## src/rtl/i2c_master_transaction_sequencer_defines.svh

```systemverilog
// Assertion macros for the I2C transaction sequencer.
// Each module that uses them provides clk_i and rst_ni.
`ifndef I2C_MASTER_TRANSACTION_SEQUENCER_DEFINES_SVH
`define I2C_MASTER_TRANSACTION_SEQUENCER_DEFINES_SVH

`ifndef SYNTHESIS

`define I2CMTS_ASSERT(lbl, prop, msg) \
  lbl: assert property (@(posedge clk_i) disable iff (!rst_ni) (prop)) else $error(msg);

`define I2CMTS_ASSERT_NEVER(lbl, cond, msg) \
  lbl: assert property (@(posedge clk_i) disable iff (!rst_ni) !(cond)) else $error(msg);

`else

`define I2CMTS_ASSERT(lbl, prop, msg)

`define I2CMTS_ASSERT_NEVER(lbl, cond, msg)

`endif

`endif

```

## src/rtl/i2cmts_pkg.sv

```systemverilog
package i2cmts_pkg;

  localparam int unsigned COUNT_WIDTH = 16;

  // command codes
  localparam logic [1:0] CMD_RD   = 2'd0;
  localparam logic [1:0] CMD_WR   = 2'd1;
  localparam logic [1:0] CMD_EVT  = 2'd2;
  localparam logic [1:0] CMD_RSVD = 2'd3;

  // bus status codes reported by the byte engine
  localparam logic [2:0] ST_START_SENT = 3'd0;
  localparam logic [2:0] ST_ADDR_W_ACK = 3'd1;
  localparam logic [2:0] ST_TX_ACK     = 3'd2;
  localparam logic [2:0] ST_ADDR_R_ACK = 3'd3;
  localparam logic [2:0] ST_RX_ACK     = 3'd4;
  localparam logic [2:0] ST_RX_NACK    = 3'd5;
  localparam logic [2:0] ST_OTHER      = 3'd6;

  // actions for the byte engine
  localparam logic [2:0] ACT_NONE    = 3'd0;
  localparam logic [2:0] ACT_START   = 3'd1;
  localparam logic [2:0] ACT_TX      = 3'd2;
  localparam logic [2:0] ACT_RX_ACK  = 3'd3;
  localparam logic [2:0] ACT_RX_NACK = 3'd4;
  localparam logic [2:0] ACT_STOP    = 3'd5;

  localparam logic READ_BIT = 1'b1;

  typedef struct packed {
    logic [1:0]  cmd;
    logic [15:0] length;
    logic [2:0]  bus_status;
    logic [7:0]  rx_data;
    logic [7:0]  tx_data;
  } in_t;

  typedef struct packed {
    logic [2:0]  action;
    logic [7:0]  out_byte;
    logic        rx_valid;
    logic [7:0]  rx_byte;
    logic        done_res;
    logic        failed;
    logic [15:0] transferred;
  } out_t;

endpackage

```

## src/rtl/i2c_master_transaction_sequencer.sv

```systemverilog
// channel   dir  handshake                payload
// in        in   in_valid_i / in_stall_o   in_data_i  (i2cmts_pkg::in_t)
// out       out  out_valid_o / out_stall_i out_data_o (i2cmts_pkg::out_t)
// cfg       in   cfg_valid_i / cfg_ready_o cfg_data_i (target address, 7 bits)
//
// One result beat per input beat, one beat per cycle sustained while out_stall_i is low.
// A beat passes through the input register, then sequencer logic into the result register.
// A beat moves from the input register only when the result register is empty or drains.
// rst_ni clears valids and sequencer state (idle, counts zero, address zero).
// cfg writes take effect the next cycle; cfg_ready_o is always high.
module i2c_master_transaction_sequencer #(
  parameter int unsigned COUNT_WIDTH = i2cmts_pkg::COUNT_WIDTH
) (
  input  logic              clk_i,
  input  logic              rst_ni,
  input  logic              in_valid_i,
  output logic              in_stall_o,
  input  i2cmts_pkg::in_t   in_data_i,
  output logic              out_valid_o,
  input  logic              out_stall_i,
  output i2cmts_pkg::out_t  out_data_o,
  input  logic              cfg_valid_i,
  output logic              cfg_ready_o,
  input  logic [6:0]        cfg_data_i
);

  logic             item_vld;
  i2cmts_pkg::in_t  item;
  logic             out_free;
  logic             fire;
  i2cmts_pkg::out_t res;

  assign fire        = item_vld & out_free;
  assign cfg_ready_o = 1'b1;

  i2cmts_in_reg u_in_reg (
    .clk_i      (clk_i),
    .rst_ni     (rst_ni),
    .in_valid_i (in_valid_i),
    .in_stall_o (in_stall_o),
    .in_data_i  (in_data_i),
    .take_i     (fire),
    .vld_o      (item_vld),
    .item_o     (item)
  );

  i2cmts_core #(
    .CW (COUNT_WIDTH)
  ) u_core (
    .clk_i      (clk_i),
    .rst_ni     (rst_ni),
    .cfg_we_i   (cfg_valid_i & cfg_ready_o),
    .cfg_data_i (cfg_data_i),
    .fire_i     (fire),
    .item_i     (item),
    .res_o      (res)
  );

  i2cmts_out_reg u_out_reg (
    .clk_i       (clk_i),
    .rst_ni      (rst_ni),
    .fire_i      (fire),
    .res_i       (res),
    .free_o      (out_free),
    .out_valid_o (out_valid_o),
    .out_stall_i (out_stall_i),
    .out_data_o  (out_data_o)
  );

endmodule

```

## src/rtl/i2cmts_in_reg.sv

```systemverilog
module i2cmts_in_reg (
  input  logic             clk_i,
  input  logic             rst_ni,
  input  logic             in_valid_i,
  output logic             in_stall_o,
  input  i2cmts_pkg::in_t  in_data_i,
  input  logic             take_i,
  output logic             vld_o,
  output i2cmts_pkg::in_t  item_o
);

  logic            vld_q, vld_d;
  i2cmts_pkg::in_t item_q;
  logic            load;

  // register is free when empty or its beat is consumed this cycle
  assign in_stall_o = vld_q & ~take_i;
  assign load       = in_valid_i & ~in_stall_o;
  assign vld_d      = load | (vld_q & ~take_i);

  always_ff @(posedge clk_i or negedge rst_ni) begin
    if (!rst_ni) begin
      vld_q <= 1'b0;
    end else begin
      vld_q <= vld_d;
    end
  end

  always_ff @(posedge clk_i) begin
    if (load) begin
      item_q <= in_data_i;
    end
  end

  assign vld_o  = vld_q;
  assign item_o = item_q;

endmodule

```

## src/rtl/i2cmts_core.sv

```systemverilog
`include "i2c_master_transaction_sequencer_defines.svh"

module i2cmts_core #(
  parameter int unsigned CW = i2cmts_pkg::COUNT_WIDTH
) (
  input  logic             clk_i,
  input  logic             rst_ni,
  input  logic             cfg_we_i,
  input  logic [6:0]       cfg_data_i,
  input  logic             fire_i,
  input  i2cmts_pkg::in_t  item_i,
  output i2cmts_pkg::out_t res_o
);

  typedef enum logic [1:0] {
    PH_IDLE,
    PH_START,
    PH_ADDR,
    PH_DATA
  } phase_e;

  phase_e          phase_q, phase_d;
  logic            is_read_q, is_read_d;
  logic [CW-1:0]   count_q, count_d;
  logic [CW-1:0]   limit_q, limit_d;
  logic [6:0]      addr_q;

  logic [CW-1:0]   len_c;
  logic [CW:0]     cnt_inc;
  logic [CW:0]     cnt_inc2;
  logic            more_rx;
  logic            abort;
  i2cmts_pkg::out_t res;

  always_comb begin
    len_c    = CW'(item_i.length);
    cnt_inc  = {1'b0, count_q} + {{CW{1'b0}}, 1'b1};
    // the pending receive is not the last byte
    more_rx  = cnt_inc < {1'b0, limit_q};
    cnt_inc2 = {1'b0, cnt_inc[CW-1:0]} + {{CW{1'b0}}, 1'b1};

    phase_d   = phase_q;
    is_read_d = is_read_q;
    count_d   = count_q;
    limit_d   = limit_q;
    abort     = 1'b0;
    res       = '0;

    if (item_i.cmd == i2cmts_pkg::CMD_RD || item_i.cmd == i2cmts_pkg::CMD_WR) begin
      is_read_d = (item_i.cmd == i2cmts_pkg::CMD_RD);
      count_d   = '0;
      limit_d   = len_c;
      if (is_read_d && len_c == '0) begin
        phase_d      = PH_IDLE;
        res.done_res = 1'b1;
      end else begin
        phase_d    = PH_START;
        res.action = i2cmts_pkg::ACT_START;
      end
    end else if (item_i.cmd == i2cmts_pkg::CMD_EVT && phase_q != PH_IDLE) begin
      unique case (phase_q)
        PH_START: begin
          if (item_i.bus_status != i2cmts_pkg::ST_START_SENT) begin
            abort = 1'b1;
          end else begin
            phase_d      = PH_ADDR;
            res.action   = i2cmts_pkg::ACT_TX;
            res.out_byte = {addr_q, is_read_q ? i2cmts_pkg::READ_BIT : 1'b0};
          end
        end
        PH_ADDR, PH_DATA: begin
          if (is_read_q) begin
            if (phase_q == PH_ADDR) begin
              if (item_i.bus_status != i2cmts_pkg::ST_ADDR_R_ACK) begin
                abort = 1'b1;
              end else begin
                phase_d    = PH_DATA;
                res.action = more_rx ? i2cmts_pkg::ACT_RX_ACK : i2cmts_pkg::ACT_RX_NACK;
              end
            end else if (item_i.bus_status !=
                         (more_rx ? i2cmts_pkg::ST_RX_ACK : i2cmts_pkg::ST_RX_NACK)) begin
              abort = 1'b1;
            end else begin
              count_d      = cnt_inc[CW-1:0];
              res.rx_valid = 1'b1;
              res.rx_byte  = item_i.rx_data;
              if (count_d < limit_q) begin
                res.action = (cnt_inc2 < {1'b0, limit_q}) ? i2cmts_pkg::ACT_RX_ACK
                                                          : i2cmts_pkg::ACT_RX_NACK;
              end else begin
                phase_d      = PH_IDLE;
                res.action   = i2cmts_pkg::ACT_STOP;
                res.done_res = 1'b1;
              end
            end
          end else begin
            if (item_i.bus_status != ((phase_q == PH_ADDR) ? i2cmts_pkg::ST_ADDR_W_ACK
                                                          : i2cmts_pkg::ST_TX_ACK)) begin
              abort = 1'b1;
            end else if (count_q < limit_q) begin
              // a write byte counts once it is issued
              phase_d      = PH_DATA;
              count_d      = cnt_inc[CW-1:0];
              res.action   = i2cmts_pkg::ACT_TX;
              res.out_byte = item_i.tx_data;
            end else begin
              phase_d      = PH_IDLE;
              res.action   = i2cmts_pkg::ACT_STOP;
              res.done_res = 1'b1;
            end
          end
        end
        default: begin
          phase_d = PH_IDLE;
        end
      endcase
    end

    if (abort) begin
      phase_d      = PH_IDLE;
      res          = '0;
      res.done_res = 1'b1;
      res.failed   = 1'b1;
    end
    res.transferred = 16'(count_d);
  end

  always_ff @(posedge clk_i or negedge rst_ni) begin
    if (!rst_ni) begin
      phase_q   <= PH_IDLE;
      is_read_q <= 1'b0;
      count_q   <= '0;
      limit_q   <= '0;
      addr_q    <= '0;
    end else begin
      if (cfg_we_i) begin
        addr_q <= cfg_data_i;
      end
      if (fire_i) begin
        phase_q   <= phase_d;
        is_read_q <= is_read_d;
        count_q   <= count_d;
        limit_q   <= limit_d;
      end
    end
  end

  assign res_o = res;

  `I2CMTS_ASSERT(a_fail_is_done, (fire_i && res.failed) |-> res.done_res,
                 "abort without done")
  `I2CMTS_ASSERT_NEVER(a_rx_on_write, fire_i && res.rx_valid && !is_read_q,
                       "received byte during a write")
  `I2CMTS_ASSERT(a_count_bound, (phase_q != PH_IDLE) |-> (count_q <= limit_q),
                 "byte count past limit")
  `I2CMTS_ASSERT(a_idle_quiet,
                 (fire_i && phase_q == PH_IDLE && item_i.cmd == i2cmts_pkg::CMD_EVT)
                 |=> (phase_q == PH_IDLE),
                 "status event left idle")

endmodule

```

## src/rtl/i2cmts_out_reg.sv

```systemverilog
module i2cmts_out_reg (
  input  logic              clk_i,
  input  logic              rst_ni,
  input  logic              fire_i,
  input  i2cmts_pkg::out_t  res_i,
  output logic              free_o,
  output logic              out_valid_o,
  input  logic              out_stall_i,
  output i2cmts_pkg::out_t  out_data_o
);

  logic             vld_q, vld_d;
  i2cmts_pkg::out_t data_q;

  // free when empty or the held beat leaves this cycle
  assign free_o = ~vld_q | ~out_stall_i;
  assign vld_d  = fire_i | (vld_q & out_stall_i);

  always_ff @(posedge clk_i or negedge rst_ni) begin
    if (!rst_ni) begin
      vld_q <= 1'b0;
    end else begin
      vld_q <= vld_d;
    end
  end

  always_ff @(posedge clk_i) begin
    if (fire_i) begin
      data_q <= res_i;
    end
  end

  assign out_valid_o = vld_q;
  assign out_data_o  = data_q;

endmodule
```

## config.mk

```make
export PLATFORM = sky130hd
export DESIGN_NAME = i2c_master_transaction_sequencer
export DESIGN_NICKNAME = d
export VERILOG_FILES = /design/src/rtl/i2cmts_pkg.sv /design/src/rtl/i2c_master_transaction_sequencer.sv /design/src/rtl/i2cmts_in_reg.sv /design/src/rtl/i2cmts_core.sv /design/src/rtl/i2cmts_out_reg.sv
export VERILOG_INCLUDE_DIRS = /design/src /design/src/rtl
export SDC_FILE = /design/constraint.sdc
export NUM_CORES = 1
export LEC_CHECK = 0
export ABC_AREA = 1
export BUFFER_PORTS_ARGS = -buffer_cell sky130_fd_sc_hd__buf_2
export CAP_MARGIN = 20
export CELL_PAD_IN_SITES_DETAIL_PLACEMENT = 2
export CELL_PAD_IN_SITES_GLOBAL_PLACEMENT = 2
export CORE_MARGIN = 1
export CORE_UTILIZATION = 36
export CTS_CLUSTER_SIZE = 40
export DETAILED_ROUTE_END_ITERATION = 16
export GPL_ROUTABILITY_DRIVEN = 0
export HOLD_SLACK_MARGIN = 0.05
export PLACE_DENSITY = 0.83
export SLEW_MARGIN = 10
export SYNTH_ARGS = -nofsm -noshare
export SYNTH_HDL_FRONTEND = slang
export SYNTH_SLANG_ARGS = --single-unit
```

## constraint.sdc

```tcl
create_clock -name clk_i -period 4.1 [get_ports clk_i]
set_input_delay 0 -clock clk_i [delete_from_list [all_inputs] [get_ports clk_i]]
set_output_delay 0 -clock clk_i [all_outputs]
set_load 0.005 [all_outputs]
```

Word-level counts from Yosys, hierarchy flattened

Cells that the tools add are included.

Register bits: 119
Input port bits: 49
Word-level logic and storage cells: 126

Add/sub/neg operators: 2
Order comparisons: 4
Eq/ne operators: 13
Mux-type cells: 60
Bitwise logic cells: 14
Reduce and logical (&&, ||, !) cells: 14

Operators by type and width:

| kind                  | count |
|---|---|
| $mux 16               | 8 |
| $mux 10               | 4 |
| $add 16x1->17 const B | 2 |
| $lt 17x16->1          | 2 |
| $lt 16x16->1          | 2 |
| $mux 3                | 9 |
| $mux 2                | 12 |
| $pmux 11 s2           | 1 |
| $mux 21               | 1 |
| $mux 1                | 18 |
| $ne 6x6->1 const B    | 3 |
| $mux 17               | 1 |
| $logic_not 16->1      | 1 |
| $mux 8                | 2 |
| $mux 11               | 1 |
| $mux 9                | 1 |
| $not 1->1             | 7 |
| $reduce_and 7->1      | 1 |
| $reduce_or 7->1       | 1 |
| $eq 2x2->1 const B    | 3 |
| $ne 3x3->1            | 2 |
| $reduce_bool 3->1     | 2 |
| $reduce_or 6->1       | 1 |
| $ne 5x2->1 const B    | 1 |
| 14 further kinds      | 21 |

Depth between registers and ports, before layout

Word-level depth: 12
Mapped depth: 28
Depth with buffers taken out: 28

Cells and area by module

From an unflattened synthesis, not the netlist that was laid out.

Cell total of the unflattened synthesis: 808
Area, all modules: 7173.1 um^2

Modules (own cells, without submodules):

| module                           | times used | cells an instance | area an instance (um^2) | sequential area each (um^2) |
|---|---|---|---|---|
| i2cmts_core                      | 1          | 718               | 4803.4                  | 1051.0 |
| i2cmts_out_reg                   | 1          | 42                | 1182.4                  | 1166.1 |
| i2cmts_in_reg                    | 1          | 44                | 1168.6                  | 1136.1 |
| i2c_master_transaction_sequencer | 1          | 4                 | 18.8                    | 0.0 |

Least setup slack after synthesis

Ideal clock, no wire load.

Kind: register to register
Start: register u_core.count_q[1]
End: register u_out_reg.data_q, in the netlist u_out_reg.out_data_o[10] (data pin)
Library setup time: 0.270 ns
Arrival: 3.031 ns
Slack: 0.799 ns
Stages on the path, launching flop included: 22
Path buffers: 1
Clock period less this slack: 3.301 ns
Cell sequence: dfrtp_1 -> ha_1 -> nand2_2 -> nor2_4 -> nand3_2 -> nor2_2 -> nand2_1 -> xnor2_4 -> ha_1 -> nand2_1 -> inv_1 -> a21oi_1 -> nand3_1 -> nor2_2 -> nand2_1 -> nand2_1 -> nand4_2 -> buf_6 -> nand2_1 -> nand3_1 -> nand3_1 -> a21oi_1

RTL lines:

| item                   | line                 | text |
|---|---|---|
| from (decl)            | i2cmts_core.sv:24    | `logic [CW-1:0] count_q, count_d;` |
| from (signal assigned) | i2cmts_core.sv:142   | `count_q <= count_d;` |
| to (signal assigned)   | i2cmts_out_reg.sv:29 | `data_q <= res_i;` |
| to (decl)              | i2cmts_out_reg.sv:13 | `i2cmts_pkg::out_t data_q;` |

Worst setup path in the final report

Start: register u_core.count_q[1]
End: register u_core.phase_q[1]

Cells in the longest elaborated chain, start to end: 12

RTL lines:

| item                                         | line               | text |
|---|---|---|
| $add 16x1->17                                | i2cmts_core.sv:37  | `cnt_inc = {1'b0, count_q} + {{CW{1'b0}}, 1'b1};` |
| $lt 17x16->1                                 | i2cmts_core.sv:39  | `more_rx = cnt_inc < {1'b0, limit_q};` |
| $mux 1                                       | i2cmts_core.sv:81  | `(more_rx ? i2cmts_pkg::ST_RX_ACK : i2cmts_pkg::ST_RX_NACK)) begin` |
| $ne 3x3->1                                   | i2cmts_core.sv:80  | `end else if (item_i.bus_status !=` |
| $mux 1                                       | i2cmts_core.sv:80  |  |
| $mux 1                                       | i2cmts_core.sv:73  | `if (phase_q == PH_ADDR) begin` |
| $mux 1                                       | i2cmts_core.sv:72  | `if (is_read_q) begin` |
| $pmux 1 s2                                   | i2cmts_core.sv:61  | `unique case (phase_q)` |
| $mux 1                                       | i2cmts_core.sv:60  | `end else if (item_i.cmd == i2cmts_pkg::CMD_EVT && phase_q != PH_IDLE) begin` |
| $mux 1                                       | i2cmts_core.sv:49  | `if (item_i.cmd == i2cmts_pkg::CMD_RD \|\| item_i.cmd == i2cmts_pkg::CMD_WR) begin` |
| $ne 6x6->1 (no line) (tied with other cells) | -                  |  |
| $reduce_and 7->1 (no line)                   | -                  |  |
| to (signal assigned)                         | i2cmts_core.sv:140 | `phase_q <= phase_d;` |
| to (decl)                                    | i2cmts_core.sv:22  | `phase_e phase_q, phase_d;` |

Parallel ways exist; a longest one is shown, timed or not. The select of a mux whose other input is x is not followed.
A chain may end at the register's enable or synchronous reset.

==> summary.md <==
| Metric | Value |
|---|---|
| Synthesized area | about 7400 um^2 |
| Core box area | approximately 20000 um^2 |
| Required time of the critical path | around 4400 ps |
| Ys async rst share | 0.370 |
| Vias | 7063 |
| MaxCap Viol Count | 0 |
| Die width | between 100 and 150 um |
| Static Leakage | ~4.5 nW |
| Synth-to-layout area growth | 28.0% |
| Nets | 1106 |
| Clk_lat worst skew | around 440 ps |
| Syn nets | approximately 950 |
| Initial antenna violation count | 0 |
| Initial DRC Count | ~370 |
| Post-DR wirelength/cell | ~24 um |
| Post-layout total power | 0.00407 W |
| Clock-pin slew of the registers on the worst-case setup and hold paths | approximately 70 ps |
| Full die area | between 20000 and 25000 um^2 |
| Slew margin rel. | 0.443 |
| Die Y | ~150 um |
| Setup Skew | between 15 and 20 ps |
| EDFF count, synth | between 70 and 80 |
| Initial Util | 0.366 |
| CP max FO | 4 |
| CTS tree | built |
| Detail Route Antenna Nets | 0 |
| Clock sink count | between 100 and 150 |
| Worst reg2reg path depth | 24 |
| Least-Margin Pin Slew | 835 ps |
| Pre-antenna DRT Iters | 5 |
| Max Buffers Root-to-Sink | 2 |
| Main synth FF type | edfxtp_1 |
| Grt ovf | 0 |
| Setup tns final | 0 ps |
| CP Launch Type | flop |
| First-pass GRT wire length | roughly 48000 um |
| VDD IR-drop max | 0.248 mV |
| N_diodes | 0 |
| PortBufs | 88 |
| Final hold vios | 0 |
| Mapped Cells | between 800 and 900 |
| Pin count of the biggest net entering global routing | 56 |
| Tmin final | about 4000 ps |
| Routed wire length | between 30000 and 40000 um |
| Top achievable clock speed | 252 MHz |
| Layout cells sized above 1 | 0.226 |
| Period utilization | 0.968 |
| Hold Crit Class | in -> async |
| Mean Syn Cell Area | ~8.7 um^2 |
| Core Rows | 52 |
| Fin Hold WS | roughly 220 ps |
| Htree depth | 4 |
| Num CTS Buffers | 17 |
| Drt drc | 0 |
| Crit Path Class | reg -> reg |
| Pins Over Slew Limit | 0 |
| Cell Area, Placed | 8170 um^2 |
| Register bit count reported by yosys | 119 |
| Hpwl dp | between 15000 and 20000 um |
| Final cell utilization of the core | 0.469 |
| Final setup violation count | 0 |
| Ports | 90 |
| Unrepaired setup endpoints after global routing | yes |
| Vias in the first global route | 8032 |
| Most frequent cells in the layout | nand2_1 (211), nand3_1 (96), inv_1 (94) |
| All-layer global routing usage | 0.303 |
| Root buffer cell | clkbuf_16 |
| Synth cell types | 48 |
| Worst reg2reg path startpoint | u_core.count_q[1]$_DFFE_PN0P_ |
| Seq/Total Area, Yosys | 0.454 |
| Reg2Reg Capture Point | u_core.phase_q[1]$_DFFE_PN0P_ |
| Cell Pwr Density | about 430 nW/um^2 |
| R2R setup slack | about 130 ps |
| Post-route cell area | 9460 um^2 |
| Crit. End Element | flop |
| Fill count | approximately 2.2k |
| Commonest non-fill, non-tap cell in the layout | nand2_1 |
| CP Data Arrival Time | roughly 4300 ps |
| Syn. warnings | 0 |
| Detailed-route vias per instance | 5.46 |
| Outcome | completed |
[worst max-delay path: stages, from the launching register on]
cell     delay, ps
dfrtp_1        400
ha_2           240
nand2_2        110
nor2_4         150
nand3_2        140
nor2_4         170
nand2_1        150
xnor2_4        180
ha_1           280
nand2_1        140
inv_1           90
a21oi_2        150
nand3_1        160
nor2_4         200
nand2_1        110
nand2_1        120
nand3_1        160
o21ai_2        170
nand2_1         90
nand2_1        120
inv_1           70
nand2_2         80
nand2_2         80
nand2_1        130
nand2_1        140
[metal layers]
layer,vias up,global-route usage,part of all wire
met3,94,0.0563,0.039
met1,3591,0.330,0.38
met2,212,0.556,0.53
met4,0,0.157,0.050
li1,3166,-,-
met5,-,0,0
[how the worst max path moves through the flow]
stage | from | to | slack, ps | depth (start not counted)
finish | u_core.count_q[1]$_DFFE_PN0P_ | u_core.phase_q[1]$_DFFE_PN0P_ | 130 | 24
global placement | u_core.count_q[0]$_DFFE_PN0P_ | u_out_reg.out_data_o[0]$_DFFE_PP_ | 250 | 19
CTS | u_core.count_q[0]$_DFFE_PN0P_ | u_out_reg.out_data_o[35]$_SDFFCE_PP0P_ | 6 | 26
floorplan | u_core.count_q[1]$_DFFE_PN0P_ | u_out_reg.out_data_o[10]$_DFFE_PP_ | 800 | 21
global route | u_core.count_q[1]$_DFFE_PN0P_ | u_core.phase_q[1]$_DFFE_PN0P_ | -50 | 24
detailed placement | u_core.count_q[0]$_DFFE_PN0P_ | u_core.phase_q[1]$_DFFE_PN0P_ | 80 | 24
[registers in the layout, indices dropped and copies added (netlist names)]
| signal | count |
|---|---|
| u_core.count_q | 16 |
| u_out_reg.out_data_o | 38 |
| u_core.phase_q | 2 |
| u_core.limit_q | 16 |
| u_core.is_read_q | 1 |
| u_in_reg.item_o | 37 |
| u_out_reg.out_valid_o | 1 |
| u_in_reg.vld_o | 1 |
| u_core.addr_q | 7 |
[Yosys cell counts (2+ instances only)]
| library cell | n | share of area |
|---|---|---|
| nor3_1 | 8 | 0.0054 |
| nor2_4 | 6 | 0.0091 |
| xor2_2 | 2 | 0.0044 |
| xor2_1 | 12 | 0.014 |
| xnor2_1 | 2 | 0.0024 |
| mux2_2 | 7 | 0.011 |
| inv_2 | 9 | 0.0046 |
| buf_2 | 13 | 0.0088 |
| nand2_8 | 2 | 0.0054 |
| nand3_1 | 98 | 0.066 |
| ha_1 | 47 | 0.080 |
| o21ai_0 | 12 | 0.0081 |
| inv_1 | 94 | 0.048 |
| nor2_1 | 47 | 0.024 |
| or2_2 | 2 | 0.0017 |
| buf_4 | 10 | 0.010 |
| a21o_1 | 2 | 0.0020 |
| nand4_2 | 3 | 0.0051 |
| a21oi_1 | 54 | 0.037 |
| nor4_1 | 3 | 0.0025 |
| nand2_1 | 212 | 0.11 |
| nand2_4 | 3 | 0.0046 |
| clkbuf_1 | 7 | 0.0036 |
| clkinv_1 | 2 | 0.0010 |
| nor2_2 | 4 | 0.0034 |
| o211ai_1 | 11 | 0.011 |
| nand2_2 | 9 | 0.0076 |
| edfxtp_1 | 75 | 0.30 |
| o21bai_1 | 4 | 0.0041 |
| nand3_2 | 7 | 0.0095 |
| nand4_1 | 16 | 0.014 |
| dfrtp_1 | 44 | 0.15 |
| a21oi_2 | 8 | 0.0095 |
| buf_6 | 2 | 0.0030 |
[kinds of logic after synthesis]
| family | after synthesis | share of synthesized area |
|---|---|---|
| AOI/OAI and AO/OA | 98 | 0.0786 |
| xor gates and xnor gates | 17 | 0.0247 |
| adders and majority gates | 47 | 0.0796 |
| buffers and inverters | 138 | 0.0796 |
| DFF | 119 | 0.454 |
| muxes | 7 | 0.0107 |
| other | 1 | 0.000507 |
| and+or+nand+nor | 424 | 0.273 |
[power by group]
part | total [W] | switching (W) | leakage [nW] | internal (W)
clock network | 0.00169 | 0.000683 | 0.307 | 0.00101
logic | 0.000883 | 0.000600 | 2.91 | 0.000283
registers | 0.00149 | 0.0000958 | 1.28 | 0.00140
[stage by stage]
stage	instances	worst slack (ps)
final	1293	132
after global routing	1293	-45.8
after detailed placement	1202	80.9
after floorplan	851	799
after CTS	1290	5.64
after global placement	1202	253
[cell type report]
| cell class | instances | area, um^2 | share of cell area |
|---|---|---|---|
| Multi-Input combinational cell | 594 | 3500 | 0.370 |
| Inverter | 105 | 394 | 0.0417 |
| Tap cell | 270 | 338 | 0.0357 |
| Timing Repair Buffer | 173 | 1240 | 0.131 |
| Clock buffer | 18 | 450 | 0.0476 |
| Clock inverter | 14 | 185 | 0.0196 |
| Sequential cell | 119 | 3360 | 0.355 |
[timing repair]
item | in CTS | in global routing
hold buffers | 55 | 0
setup buffers | 1 | 2
endpoints found under the setup margin | 12 | 46
resized for setup | 2 | 15
endpoints found under the hold margin | 90 | 0
pin swaps | 1 | 1
Power figures use the tool's default switching activity.
